File: config.mk
export PLATFORM = sky130hd
export DESIGN_NAME = battery_voltage_monitor_top_flat
export DESIGN_NICKNAME = d
export VERILOG_FILES = /design/src/sv/bvm_pkg.sv /design/src/sv/bvm_if.sv /design/src/sv/battery_voltage_monitor_top.sv /design/src/flat_wrapper.sv
export SDC_FILE = /design/constraint.sdc
export NUM_CORES = 2
export LEC_CHECK = 0
export BUFFER_PORTS_ARGS = -buffer_cell sky130_fd_sc_hd__buf_2
export CORE_ASPECT_RATIO = 0.9
export CORE_MARGIN = 4
export CORE_UTILIZATION = 35
export CTS_CLUSTER_DIAMETER = 60
export DETAILED_ROUTE_END_ITERATION = 10
export REMOVE_ABC_BUFFERS = 1
export SYNTH_ARGS = -nofsm -noshare
export SYNTH_HDL_FRONTEND = slang
export SYNTH_SLANG_ARGS = --single-unit
File: constraint.sdc
create_clock -name i_clk -period 10.78 [get_ports i_clk]
set_input_delay 2.156 -clock i_clk [delete_from_list [all_inputs] [get_ports i_clk]]
set_output_delay 2.156 -clock i_clk [all_outputs]
set_load 0.01 [all_outputs]
File: src/sv/bvm_pkg.sv
// shared types and constants of the battery voltage monitor
package bvm_pkg;

    // field widths
    localparam int ADC_BITS      = 12;
    localparam int CHAN_BITS     = 2;
    localparam int TIME_BITS     = 32;
    localparam int MV_BITS       = 16;
    localparam int CELL_BITS     = 3;
    localparam int GAIN_BITS     = 24;
    localparam int GAIN_FRAC     = 16;
    localparam int DROP_BITS     = 12;
    localparam int CELL_MV_BITS  = 13;
    localparam int HYST_BITS     = 12;
    localparam int INTERVAL_BITS = 16;

    // configuration port
    localparam int CFG_IDX_BITS  = 3;
    localparam int CFG_DATA_BITS = 24;

    // fixed limits
    localparam logic [MV_BITS-1:0]   MV_MAX       = 16'hFFFF;
    localparam logic [MV_BITS-1:0]   MIN_WIRED_MV = 16'd500;
    localparam int                   MAX_CELLS    = 6;

    // register values after reset
    localparam logic [GAIN_BITS-1:0]     RST_ADC_GAIN  = 24'd580906;
    localparam logic [DROP_BITS-1:0]     RST_DROP_MV   = 12'd0;
    localparam logic [CELL_MV_BITS-1:0]  RST_CHARGED   = 13'd4200;
    localparam logic [CELL_MV_BITS-1:0]  RST_CUTOFF    = 13'd3300;
    localparam logic [HYST_BITS-1:0]     RST_HYST      = 12'd100;
    localparam logic [INTERVAL_BITS-1:0] RST_INTERVAL  = 16'd100;

    // register indexes
    typedef enum logic [CFG_IDX_BITS-1:0] {
        CFG_ADC_GAIN    = 3'd0,
        CFG_DIODE_DROP  = 3'd1,
        CFG_CHARGED     = 3'd2,
        CFG_CUTOFF      = 3'd3,
        CFG_HYSTERESIS  = 3'd4,
        CFG_INTERVAL    = 3'd5
    } t_cfg_idx;

    // request kinds
    typedef enum logic {
        REQ_INIT   = 1'b0,
        REQ_SAMPLE = 1'b1
    } t_req;

    typedef struct packed {
        t_req                  req_type;
        logic [CHAN_BITS-1:0]  channel;
        logic [ADC_BITS-1:0]   adc_count;
        logic [TIME_BITS-1:0]  now_ms;
    } t_in_item;

    typedef struct packed {
        logic [CHAN_BITS-1:0]  out_channel;
        logic [MV_BITS-1:0]    avg_mv;
        logic [MV_BITS-1:0]    init_mv;
        logic [CELL_BITS-1:0]  cell_count;
        logic                  low_flag;
        logic                  low_changed;
        logic                  chan_disabled;
        logic                  sample_taken;
    } t_out_item;

endpackage

File: src/sv/bvm_if.sv
// valid/ready channel interfaces of the battery voltage monitor

interface bvm_in_if;
    logic                valid;
    logic                ready;
    bvm_pkg::t_in_item   data;

    modport source (output valid, output data, input ready);
    modport sink   (input valid, input data, output ready);
endinterface

interface bvm_out_if;
    logic                valid;
    logic                ready;
    bvm_pkg::t_out_item  data;

    modport source (output valid, output data, input ready);
    modport sink   (input valid, input data, output ready);
endinterface

File: src/sv/battery_voltage_monitor_top.sv
// top level of the battery voltage monitor
//
// usage:
// - i_in carries one transaction per adc reading: init or periodic sample of one
//   channel; o_res returns exactly one result transaction per input, in order
// - registers are written through i_cfg_wr_en / i_cfg_index / i_cfg_data while
//   the block is idle; they are shared by all channels
// - a result passes through the stage 1 and stage 2 registers and is then
//   offered from the result queue
// - throughput: one transaction per cycle while the queue has room, set by the
//   single read-modify-write of the channel record and window memories with
//   one-deep forwarding; per-channel state lives in two memories read at acceptance
//   and written back from stage 1; small per-channel control bits sit in flops
// - at reset every channel reads as not initialised with zero voltages; the
//   window memory needs no clearing since entries are tracked by a fill count
// - a four-entry result queue follows the pipeline; i_in.ready drops only when
//   the queue plus items in flight would exceed it, so a stalled receiver
//   blocks input after at most four further transactions
module battery_voltage_monitor_top #(
    parameter int CHANNELS     = 4,
    parameter int WINDOW_DEPTH = 8
) (
    input  logic                                i_clk,
    input  logic                                i_rst_n,
    input  logic                                i_cfg_wr_en,
    input  logic [bvm_pkg::CFG_IDX_BITS-1:0]    i_cfg_index,
    input  logic [bvm_pkg::CFG_DATA_BITS-1:0]   i_cfg_data,
    bvm_in_if.sink                              i_in,
    bvm_out_if.source                           o_res
);

    localparam int CHW  = (CHANNELS > 1) ? $clog2(CHANNELS) : 1;
    localparam int DW   = $clog2(WINDOW_DEPTH);
    localparam int FW   = $clog2(WINDOW_DEPTH + 1);
    localparam int SW   = bvm_pkg::MV_BITS + DW;
    localparam int MW   = SW + 2;
    localparam int RSH  = SW + DW;
    localparam int PW   = bvm_pkg::ADC_BITS + bvm_pkg::GAIN_BITS;
    localparam int MIW  = PW - bvm_pkg::GAIN_FRAC;
    localparam int QD   = 4;
    localparam int QAW  = 2;
    localparam int QCW  = 3;
    localparam logic [63:0]   RECIP_FULL =
        ((64'd1 << RSH) + 64'(WINDOW_DEPTH - 1)) / 64'(WINDOW_DEPTH);
    localparam logic [MW-1:0] RECIP  = RECIP_FULL[MW-1:0];
    localparam logic [DW-1:0] D_LAST = DW'(WINDOW_DEPTH - 1);
    localparam logic [FW-1:0] D_FULL = FW'(WINDOW_DEPTH);

    typedef struct packed {
        logic [SW-1:0]                       sum;
        logic [bvm_pkg::MV_BITS-1:0]         start;
        logic [bvm_pkg::CELL_BITS-1:0]       cells;
        logic [bvm_pkg::TIME_BITS-1:0]       last_ms;
    } t_rec;

    // configuration registers
    logic [bvm_pkg::GAIN_BITS-1:0]      r_adc_gain;
    logic [bvm_pkg::DROP_BITS-1:0]      r_diode_drop;
    logic [bvm_pkg::CELL_MV_BITS-1:0]   r_charged;
    logic [bvm_pkg::CELL_MV_BITS-1:0]   r_cutoff;
    logic [bvm_pkg::HYST_BITS-1:0]      r_hyst;
    logic [bvm_pkg::INTERVAL_BITS-1:0]  r_interval;

    // per-channel control flops
    logic [DW-1:0]          r_ptr      [CHANNELS];
    logic [FW-1:0]          r_fill     [CHANNELS];
    logic                   r_ready    [CHANNELS];
    logic                   r_off      [CHANNELS];
    logic                   r_rec_vld  [CHANNELS];
    logic [bvm_pkg::MV_BITS-1:0] r_avg [CHANNELS];
    logic                   r_low      [CHANNELS];

    // memories
    logic [bvm_pkg::MV_BITS-1:0] r_win_mem [CHANNELS * (2 ** DW)];
    t_rec                        r_rec_mem [CHANNELS];
    logic [bvm_pkg::MV_BITS-1:0] r_win_rdata;
    t_rec                        r_rec_rdata;

    // forwarding of the last record write
    logic                   r_fwd_vld;
    logic [CHW-1:0]         r_fwd_idx;
    t_rec                   r_fwd_rec;

    // input side
    bvm_pkg::t_in_item      in_item;
    logic                   accept;
    logic                   in_ok;
    logic [CHW-1:0]         in_idx;
    logic                   s1_hit;
    logic [DW-1:0]          s0_ptr;
    logic [FW-1:0]          s0_fill;
    logic                   s0_ready;
    logic                   s0_off;

    // stage 1 registers
    logic                   r_s1_vld;
    bvm_pkg::t_req          r_s1_req;
    logic [CHW-1:0]         r_s1_idx;
    logic [bvm_pkg::CHAN_BITS-1:0] r_s1_chan;
    logic                   r_s1_inrange;
    logic [bvm_pkg::TIME_BITS-1:0] r_s1_now;
    logic [PW-1:0]          r_s1_prod;
    logic [DW-1:0]          r_s1_ptr;
    logic [FW-1:0]          r_s1_fill;
    logic                   r_s1_ready;
    logic                   r_s1_off;

    // stage 1 logic
    logic [MIW:0]                  mv_sum;
    logic [bvm_pkg::MV_BITS-1:0]   mv1;
    t_rec                          rec_cur;
    logic [bvm_pkg::MV_BITS-1:0]   old_mv;
    logic                          interval_ok;
    logic                          wired;
    logic [bvm_pkg::CELL_BITS-1:0] det_cells;
    t_rec                          n_rec;
    logic [DW-1:0]                 n_ptr;
    logic [FW-1:0]                 n_fill;
    logic                          n_ready;
    logic                          n_off;
    logic                          s1_taken;
    logic                          win_we;
    logic                          rec_we;
    logic [bvm_pkg::MV_BITS-1:0]   s1_trip;
    logic [bvm_pkg::MV_BITS:0]     s1_rearm;

    // stage 2 registers
    logic                   r_s2_vld;
    bvm_pkg::t_req          r_s2_req;
    logic [CHW-1:0]         r_s2_idx;
    logic [bvm_pkg::CHAN_BITS-1:0] r_s2_chan;
    logic                   r_s2_inrange;
    logic                   r_s2_taken;
    logic [SW-1:0]          r_s2_sum;
    logic [bvm_pkg::MV_BITS-1:0]   r_s2_start;
    logic [bvm_pkg::CELL_BITS-1:0] r_s2_cells;
    logic                   r_s2_off;
    logic [bvm_pkg::MV_BITS-1:0]   r_s2_trip;
    logic [bvm_pkg::MV_BITS:0]     r_s2_rearm;

    // stage 2 logic
    logic [SW+MW-1:0]              avg_prod;
    logic [bvm_pkg::MV_BITS-1:0]   avg_div;
    logic [bvm_pkg::MV_BITS-1:0]   avg_cur;
    logic                          low_cur;
    logic [bvm_pkg::MV_BITS-1:0]   n_avg;
    logic                          n_low;
    bvm_pkg::t_out_item            s2_res;

    // result queue
    bvm_pkg::t_out_item     r_q [QD];
    logic [QAW-1:0]         r_q_wp;
    logic [QAW-1:0]         r_q_rp;
    logic [QCW-1:0]         r_q_cnt;
    logic                   q_pop;

    // configuration writes
    always_ff @(posedge i_clk) begin
        if (!i_rst_n) begin
            r_adc_gain   <= bvm_pkg::RST_ADC_GAIN;
            r_diode_drop <= bvm_pkg::RST_DROP_MV;
            r_charged    <= bvm_pkg::RST_CHARGED;
            r_cutoff     <= bvm_pkg::RST_CUTOFF;
            r_hyst       <= bvm_pkg::RST_HYST;
            r_interval   <= bvm_pkg::RST_INTERVAL;
        end else if (i_cfg_wr_en) begin
            unique case (bvm_pkg::t_cfg_idx'(i_cfg_index))
                bvm_pkg::CFG_ADC_GAIN:   r_adc_gain   <= i_cfg_data[bvm_pkg::GAIN_BITS-1:0];
                bvm_pkg::CFG_DIODE_DROP: r_diode_drop <= i_cfg_data[bvm_pkg::DROP_BITS-1:0];
                bvm_pkg::CFG_CHARGED:    r_charged    <= i_cfg_data[bvm_pkg::CELL_MV_BITS-1:0];
                bvm_pkg::CFG_CUTOFF:     r_cutoff     <= i_cfg_data[bvm_pkg::CELL_MV_BITS-1:0];
                bvm_pkg::CFG_HYSTERESIS: r_hyst       <= i_cfg_data[bvm_pkg::HYST_BITS-1:0];
                bvm_pkg::CFG_INTERVAL:   r_interval   <= i_cfg_data[bvm_pkg::INTERVAL_BITS-1:0];
                default: begin
                end
            endcase
        end
    end

    // input acceptance, limited by queue room
    assign in_item  = i_in.data;
    assign i_in.ready = (QCW'(r_q_cnt) + QCW'(r_s1_vld) + QCW'(r_s2_vld)) < QCW'(QD);
    assign accept   = i_in.valid && i_in.ready;
    assign in_ok    = int'(in_item.channel) < CHANNELS;
    assign in_idx   = CHW'(in_item.channel);

    // control bits of the incoming channel, forwarded from stage 1
    always_comb begin
        s1_hit = r_s1_vld && r_s1_inrange && (r_s1_idx == in_idx);
        if (s1_hit) begin
            s0_ptr   = n_ptr;
            s0_fill  = n_fill;
            s0_ready = n_ready;
            s0_off   = n_off;
        end else if (in_ok) begin
            s0_ptr   = r_ptr[in_idx];
            s0_fill  = r_fill[in_idx];
            s0_ready = r_ready[in_idx];
            s0_off   = r_off[in_idx];
        end else begin
            s0_ptr   = '0;
            s0_fill  = '0;
            s0_ready = 1'b0;
            s0_off   = 1'b0;
        end
    end

    // memory ports: read on acceptance, write back from stage 1
    always_ff @(posedge i_clk) begin
        if (accept && in_ok) begin
            r_win_rdata <= r_win_mem[{in_idx, s0_ptr}];
            r_rec_rdata <= r_rec_mem[in_idx];
        end
        if (win_we) begin
            r_win_mem[{r_s1_idx, r_s1_ptr}] <= mv1;
        end
        if (rec_we) begin
            r_rec_mem[r_s1_idx] <= n_rec;
        end
    end

    // stage 1 registers, gain product taken here
    always_ff @(posedge i_clk) begin
        if (!i_rst_n) begin
            r_s1_vld <= 1'b0;
        end else begin
            r_s1_vld <= accept;
        end
        if (accept) begin
            r_s1_req     <= in_item.req_type;
            r_s1_idx     <= in_idx;
            r_s1_chan    <= in_item.channel;
            r_s1_inrange <= in_ok;
            r_s1_now     <= in_item.now_ms;
            r_s1_prod    <= PW'(in_item.adc_count) * PW'(r_adc_gain);
            r_s1_ptr     <= s0_ptr;
            r_s1_fill    <= s0_fill;
            r_s1_ready   <= s0_ready;
            r_s1_off     <= s0_off;
        end
    end

    // millivolts with diode drop, saturated
    assign mv_sum = (MIW+1)'(r_s1_prod[PW-1:bvm_pkg::GAIN_FRAC]) + (MIW+1)'(r_diode_drop);
    assign mv1    = (mv_sum > (MIW+1)'(bvm_pkg::MV_MAX)) ? bvm_pkg::MV_MAX
                                                         : mv_sum[bvm_pkg::MV_BITS-1:0];

    // channel record with forwarding of the write at the previous edge
    always_comb begin
        if (r_fwd_vld && (r_fwd_idx == r_s1_idx)) begin
            rec_cur = r_fwd_rec;
        end else if (r_s1_inrange && r_rec_vld[r_s1_idx]) begin
            rec_cur = r_rec_rdata;
        end else begin
            rec_cur = '0;
        end
    end

    // oldest window entry: unwritten since init means the seed value
    assign old_mv      = (FW'(r_s1_ptr) < r_s1_fill) ? r_win_rdata : rec_cur.start;
    assign interval_ok = (r_s1_now - rec_cur.last_ms) >= bvm_pkg::TIME_BITS'(r_interval);
    assign wired       = mv1 >= bvm_pkg::MIN_WIRED_MV;

    // cell count: thresholds rise with n, so count the ones passed
    always_comb begin
        det_cells = 3'd1;
        for (int k = 1; k < bvm_pkg::MAX_CELLS; k++) begin
            if ({1'b0, mv1, 1'b0} > 18'(r_charged) * 18'(2 * k + 1)) begin
                det_cells = det_cells + 3'd1;
            end
        end
    end

    // stage 1 state update
    always_comb begin
        n_rec    = rec_cur;
        n_ptr    = r_s1_ptr;
        n_fill   = r_s1_fill;
        n_ready  = r_s1_ready;
        n_off    = r_s1_off;
        s1_taken = 1'b0;
        win_we   = 1'b0;
        if (r_s1_vld && r_s1_inrange) begin
            if (r_s1_req == bvm_pkg::REQ_INIT) begin
                if (!wired) begin
                    n_off       = 1'b1;
                    n_ready     = 1'b0;
                    n_rec.cells = '0;
                end else begin
                    n_rec.sum     = SW'(mv1) * SW'(WINDOW_DEPTH);
                    n_rec.start   = mv1;
                    n_rec.cells   = det_cells;
                    n_rec.last_ms = r_s1_now;
                    n_ptr         = '0;
                    n_fill        = '0;
                    n_ready       = 1'b1;
                    n_off         = 1'b0;
                    s1_taken      = 1'b1;
                end
            end else if (r_s1_ready && !r_s1_off && interval_ok) begin
                n_rec.sum     = rec_cur.sum - SW'(old_mv) + SW'(mv1);
                n_rec.last_ms = r_s1_now;
                n_ptr         = (r_s1_ptr == D_LAST) ? '0 : r_s1_ptr + DW'(1);
                n_fill        = (r_s1_fill == D_FULL) ? r_s1_fill : r_s1_fill + FW'(1);
                win_we        = 1'b1;
                s1_taken      = 1'b1;
            end
        end
    end

    assign rec_we   = r_s1_vld && r_s1_inrange;
    assign s1_trip  = bvm_pkg::MV_BITS'(r_cutoff) * bvm_pkg::MV_BITS'(n_rec.cells);
    assign s1_rearm = ((bvm_pkg::MV_BITS+1)'(r_cutoff) + (bvm_pkg::MV_BITS+1)'(r_hyst))
                      * (bvm_pkg::MV_BITS+1)'(n_rec.cells);

    // control flops and forwarding register
    always_ff @(posedge i_clk) begin
        if (!i_rst_n) begin
            for (int c = 0; c < CHANNELS; c++) begin
                r_ptr[c]     <= '0;
                r_fill[c]    <= '0;
                r_ready[c]   <= 1'b0;
                r_off[c]     <= 1'b0;
                r_rec_vld[c] <= 1'b0;
            end
            r_fwd_vld <= 1'b0;
        end else begin
            if (rec_we) begin
                r_ptr[r_s1_idx]     <= n_ptr;
                r_fill[r_s1_idx]    <= n_fill;
                r_ready[r_s1_idx]   <= n_ready;
                r_off[r_s1_idx]     <= n_off;
                r_rec_vld[r_s1_idx] <= 1'b1;
            end
            r_fwd_vld <= rec_we;
        end
        r_fwd_idx <= r_s1_idx;
        r_fwd_rec <= n_rec;
    end

    // stage 2 registers
    always_ff @(posedge i_clk) begin
        if (!i_rst_n) begin
            r_s2_vld <= 1'b0;
        end else begin
            r_s2_vld <= r_s1_vld;
        end
        r_s2_req     <= r_s1_req;
        r_s2_idx     <= r_s1_idx;
        r_s2_chan    <= r_s1_chan;
        r_s2_inrange <= r_s1_inrange;
        r_s2_taken   <= s1_taken;
        r_s2_sum     <= n_rec.sum;
        r_s2_start   <= n_rec.start;
        r_s2_cells   <= n_rec.cells;
        r_s2_off     <= n_off;
        r_s2_trip    <= s1_trip;
        r_s2_rearm   <= s1_rearm;
    end

    // average by reciprocal multiply, exact over the sum range
    assign avg_prod = (SW+MW)'(r_s2_sum) * (SW+MW)'(RECIP);
    assign avg_div  = avg_prod[RSH +: bvm_pkg::MV_BITS];

    // average and low flag with hysteresis
    always_comb begin
        avg_cur = r_s2_inrange ? r_avg[r_s2_idx] : '0;
        low_cur = r_s2_inrange ? r_low[r_s2_idx] : 1'b0;
        n_avg   = r_s2_taken ? avg_div : avg_cur;
        n_low   = low_cur;
        if (r_s2_taken && (r_s2_req == bvm_pkg::REQ_SAMPLE)) begin
            if (!low_cur && (n_avg < r_s2_trip)) begin
                n_low = 1'b1;
            end else if (low_cur && ((bvm_pkg::MV_BITS+1)'(n_avg) >= r_s2_rearm)) begin
                n_low = 1'b0;
            end
        end
        s2_res = '0;
        s2_res.out_channel = r_s2_chan;
        if (r_s2_inrange) begin
            s2_res.avg_mv        = n_avg;
            s2_res.init_mv       = r_s2_start;
            s2_res.cell_count    = r_s2_cells;
            s2_res.low_flag      = n_low;
            s2_res.low_changed   = n_low != low_cur;
            s2_res.chan_disabled = r_s2_off;
            s2_res.sample_taken  = r_s2_taken;
        end
    end

    always_ff @(posedge i_clk) begin
        if (!i_rst_n) begin
            for (int c = 0; c < CHANNELS; c++) begin
                r_avg[c] <= '0;
                r_low[c] <= 1'b0;
            end
        end else if (r_s2_vld && r_s2_inrange) begin
            r_avg[r_s2_idx] <= n_avg;
            r_low[r_s2_idx] <= n_low;
        end
    end

    // result queue
    assign q_pop      = o_res.valid && o_res.ready;
    assign o_res.valid = r_q_cnt != '0;
    assign o_res.data  = r_q[r_q_rp];

    always_ff @(posedge i_clk) begin
        if (!i_rst_n) begin
            r_q_wp  <= '0;
            r_q_rp  <= '0;
            r_q_cnt <= '0;
        end else begin
            if (r_s2_vld) begin
                r_q_wp <= r_q_wp + QAW'(1);
            end
            if (q_pop) begin
                r_q_rp <= r_q_rp + QAW'(1);
            end
            r_q_cnt <= r_q_cnt + QCW'(r_s2_vld) - QCW'(q_pop);
        end
        if (r_s2_vld) begin
            r_q[r_q_wp] <= s2_res;
        end
    end

`ifndef SYNTHESIS
    // queue plus items in flight never exceed the queue
    a_queue_room: assert property (@(posedge i_clk) disable iff (!i_rst_n)
        (4'(r_q_cnt) + 4'(r_s1_vld) + 4'(r_s2_vld)) <= 4'(QD))
        else $error("result queue overrun");

    // window pointer stays inside the window
    a_ptr_range: assert property (@(posedge i_clk) disable iff (!i_rst_n)
        r_s1_vld |-> (int'(r_s1_ptr) < WINDOW_DEPTH))
        else $error("window pointer out of range");

    // until the window is full the pointer follows the fill count
    a_fill_ptr: assert property (@(posedge i_clk) disable iff (!i_rst_n)
        (r_s1_vld && (r_s1_fill != D_FULL)) |-> (FW'(r_s1_ptr) == r_s1_fill))
        else $error("fill count and window pointer disagree");

    // a taken transaction always belongs to an existing channel
    a_taken_inrange: assert property (@(posedge i_clk) disable iff (!i_rst_n)
        (r_s2_vld && r_s2_taken) |-> r_s2_inrange)
        else $error("taken transaction on missing channel");

    // low flag only changes on a taken sample
    a_low_change: assert property (@(posedge i_clk) disable iff (!i_rst_n)
        (r_s2_vld && s2_res.low_changed) |->
        (r_s2_taken && (r_s2_req == bvm_pkg::REQ_SAMPLE)))
        else $error("low flag changed outside a sample");
`endif

endmodule
File: src/flat_wrapper.sv
// flat-port wrapper written by rule: the top's interface ports become plain ports
module battery_voltage_monitor_top_flat 
#(
    parameter int CHANNELS     = 4,
    parameter int WINDOW_DEPTH = 8
)
  (i_clk, i_rst_n, i_cfg_wr_en, i_cfg_index, i_cfg_data, i_in_valid, i_in_data, i_in_ready, o_res_valid, o_res_data, o_res_ready);
  bvm_in_if i_in_i ();
  bvm_out_if o_res_i ();
  input  logic i_clk;
  input  logic i_rst_n;
  input  logic i_cfg_wr_en;
  input  logic [bvm_pkg::CFG_IDX_BITS-1:0] i_cfg_index;
  input  logic [bvm_pkg::CFG_DATA_BITS-1:0] i_cfg_data;
  input wire logic [$bits(i_in_i.valid)-1:0] i_in_valid;
  input wire logic [$bits(i_in_i.data)-1:0] i_in_data;
  output wire logic [$bits(i_in_i.ready)-1:0] i_in_ready;
  output wire logic [$bits(o_res_i.valid)-1:0] o_res_valid;
  output wire logic [$bits(o_res_i.data)-1:0] o_res_data;
  input wire logic [$bits(o_res_i.ready)-1:0] o_res_ready;
  assign i_in_i.valid = i_in_valid;
  assign i_in_i.data = i_in_data;
  assign i_in_ready = i_in_i.ready;
  assign o_res_valid = o_res_i.valid;
  assign o_res_data = o_res_i.data;
  assign o_res_i.ready = o_res_ready;
  battery_voltage_monitor_top #(.CHANNELS(CHANNELS), .WINDOW_DEPTH(WINDOW_DEPTH)) u_core (.i_clk(i_clk), .i_rst_n(i_rst_n), .i_cfg_wr_en(i_cfg_wr_en), .i_cfg_index(i_cfg_index), .i_cfg_data(i_cfg_data), .i_in(i_in_i), .o_res(o_res_i));
endmodule
==> summary.md <==
| Metric | Value |
|---|---|
| Commonest cells after routing, fill and taps aside | `edfxtp_1 (1202), nand2_1 (569), inv_1 (486)` |
| Row count | `159` |
| Iteration-0 DRC Markers | `~3.7k` |
| Largest family of logic cells by synthesized area | `adder cells` |
| Die height | `approximately 440 um` |
| Post-synth EDFFs | `between 1k and 1.5k` |
| Leak pwr | `31.4 nW` |
| Critical path launch point | `u_core.r_s1_idx[0]` |
| Drt wl/cell | `approximately 23 um` |
| Skew final | `0.0572 ns` |
| IO Pins | `about 120` |
| Core area | `~210000 sq um` |
| Synth Area in XOR/XNOR | `0.0202` |
| Starting Density | `0.353` |
| Final Instance Area | `about 83000 sq um` |
| CP max stage delay | `about 0.75 ns` |
| Fillers | `around 20k` |
| Most used routing layer in global routing | `met2` |
| Sink Count | `1425` |
| Synthesized-area fraction occupied by adder cells | `0.145` |
| Multiplexer share of the synthesized area | `0.0862` |
| Number of global-route vias before repair | `roughly 47k` |
| Nets | `6552` |
| Seq/Total Area, Yosys | `0.548` |
| Worst IR Drop VDD | `0.184 mV` |
| Worst Setup End Kind | `flip-flop` |
| Total gr overflow | `0` |
| Antenna violations before repair | `5` |
| Via/cell ratio | `about 5.3` |
| WP data required | `~11 ns` |
| Final setup vio count | `0` |
| Synthesized cell area | `around 74000 sq um` |
| Clock root buffer | `clkbuf_16` |
| DRC | `0` |
| Gpl congestion | `0.874` |
| Fin. Hold Viols | `0` |
| FF-to-FF setup slack | `just over 0.6 ns` |
| Setup WS pre-CTS | `between 0.7 and 0.8 ns` |
| Placed cell areas | `approximately 78000 sq um` |
| Pwr dens | `roughly 200 nW/um^2` |
| Setup bufs post-CTS | `0` |
| Die Wd | `just under 500 um` |
| CTS tree | `built` |
| Worst Path Arrival | `about 11 ns` |
| Total power | `0.0168 W` |
| Met1 Usage GRT | `0.248` |
| Port buffer count | `121` |
| Vias | `46.1k` |
| Hold wc startpoint | `u_core.r_interval[8]` |
| RSZ-0062 raised after global routing | `false` |
| Largest net degree at the start of global routing | `between 100 and 150` |
| Final ANT Viol Nets | `0` |
| Met3 Use GR | `0.0250` |
| Final Worst Setup Slack | `0.624 ns` |
| Most common cell after layout, fill and taps aside | `edfxtp_1` |
| Post-synthesis compound-gate area fraction | `0.0806` |
| Max Cap Viol | `0` |
| Reg2reg start | `u_core.r_s1_idx[0]` |
| Post-synthesis cell count | `between 5k and 6k` |
| Status | `finished clean` |
| Final Max Slew Viols | `0` |
| Area delta synth->final | `12.8%` |
| Met2 usage | `0.296` |
| Worst-Margin Slew | `1.17 ns` |
| Fmax achieved | `98.5 MHz` |
| Critical-path top delay cell | `edfxtp_1` |
| Critical path class | `reg2reg` |
| Worst-path fanout max | `86` |
| Main flop type after synthesis | `edfxtp_1` |
| Max Root-Sink Buffers | `3` |
| 1st-pass router iterations | `6` |
| First-pass GRT wire length | `approximately 300 mm` |
| Crit path launch type | `flip-flop` |
| Normalized max-slew margin | `0.221` |
| Clock slew at reported path FFs | `0.06 ns` |
| Overall routed net length | `approximately 200 mm` |
| Distinct cell type count after synthesis | `82` |
| Die footprint | `approximately 220000 sq um` |
| Worst-skew pair later-pin latency | `roughly 0.81 ns` |
| Part of the cycle the worst path needs | `0.942` |
| #FFs+latches synth | `between 1k and 1.5k` |
| Average size of a mapped cell | `13.1 sq um` |
| Yosys warning total | `0` |
| H-tree levels | `4` |
| Tmin final | `slightly above 10 ns` |
| Asr flop ratio synth | `0` |
| Hpwl dp | `between 100 and 150 mm` |
| CTS Buf Count | `approximately 150` |
| Hold Path Class | `reg2reg` |
| Total GRT Usage | `0.180` |
| Post-synthesis simple-gate area fraction | `0.0804` |
| Layout cells sized above 1 | `0.120` |
report_power, final:
group          switching, W  internal [W]  total, W
Clock               0.00230       0.00305   0.00535
Combinational       0.00281       0.00181   0.00462
Sequential         0.000243       0.00654   0.00678
area by class of cell:
class	instances	area [sq um]	share of cell area
flip-flops and latches	1425	40600	0.486
multi-input cells	3487	30800	0.369
clock buffers	202	4180	0.0500
well taps	2817	3520	0.0422
inverters	493	1860	0.0222
repair buffers	234	1550	0.0185
clock inverters	78	1020	0.0123
diodes	1	2.50	0.0000300
path summary, 6_finish.rpt:
check                                             end  cells after the start
worst min register to register   u_core.r_interval[8]                      2
worst min-delay path             u_core.r_interval[8]                      2
worst max-delay path            u_core.r_win_rdata[4]                     33
worst max register to register  u_core.r_win_rdata[4]                     33
through the flow:
stage                     utilization  instances  TNS [ns]  hold WS [ns]
after floorplan                     -       5405  -2712.52         0.435
after CTS                       0.398       8736         0         0.456
after global placement          0.374       8456         0         0.443
after detailed placement        0.374       8456         0         0.448
final                           0.399       8737         0         0.456
after global routing            0.399       8736         0         0.477
worst max-delay path: cells and delay by family (launching register included):
family | cells | cell delay [ns]
adders and majority gates | 3 | 0.90
and+or+nand+nor | 11 | 3.13
AOI/OAI and AO/OA | 14 | 4.04
muxes | 1 | 0.21
xor gates and xnor gates | 1 | 0.30
DFF | 1 | 0.75
buffers and inverters | 3 | 0.51
cell usage after synthesis, drive strengths merged, types with 56 or more instances:
cell type | number | area share
xnor2 | 122 | 0.014
mux4 | 138 | 0.042
nand3 | 56 | 0.0038
mux2i | 278 | 0.038
nor3 | 59 | 0.0040
nand2 | 575 | 0.029
dfxtp | 223 | 0.060
nor2 | 264 | 0.013
a22oi | 64 | 0.0065
and2 | 137 | 0.012
ha | 389 | 0.066
inv | 492 | 0.025
a21o | 65 | 0.0066
clkbuf | 178 | 0.0090
fa | 291 | 0.079
edfxtp | 1202 | 0.49
buf | 69 | 0.0051
o21ai | 130 | 0.0088
a21oi | 244 | 0.017
routing by layer:
| layer | vias to the layer above | wire length (um) |
|---|---|---|
| met2 | 1453 | 94600 |
| met3 | 280 | 12000 |
| met4 | 2 | 6190 |
| met5 | - | 13 |
| met1 | 23600 | 87700 |
| li1 | 20800 | - |
kinds of logic after synthesis:
| group | Yosys count |
|---|---|
| DFF | 1425 |
| and+or+nand+nor | 1295 |
| AOI/OAI and AO/OA | 876 |
| buffers and inverters | 740 |
| adders and majority gates | 686 |
| muxes | 459 |
| xor gates and xnor gates | 171 |
state kept, by name (all words and copies together), names as in the netlist, 20 cells and up, named ones only:
| name | count |
|---|---|
| u_core.r_rec_rdata | 70 |
| u_core.r_win_mem | 512 |
| u_core.r_avg | 64 |
| u_core.r_rec_mem | 280 |
| u_core.r_fwd_rec | 70 |
| u_core.r_s1_now | 32 |
| u_core.r_q | 164 |
| u_core.r_s1_prod | 20 |
| u_core.r_adc_gain | 24 |
timing repair:
item | in CTS | in global routing
setup endpoints to repair | 0 | 5
hold buffers | 0 | 0
resized for setup | 0 | 8
Power figures use the tool's default switching activity.
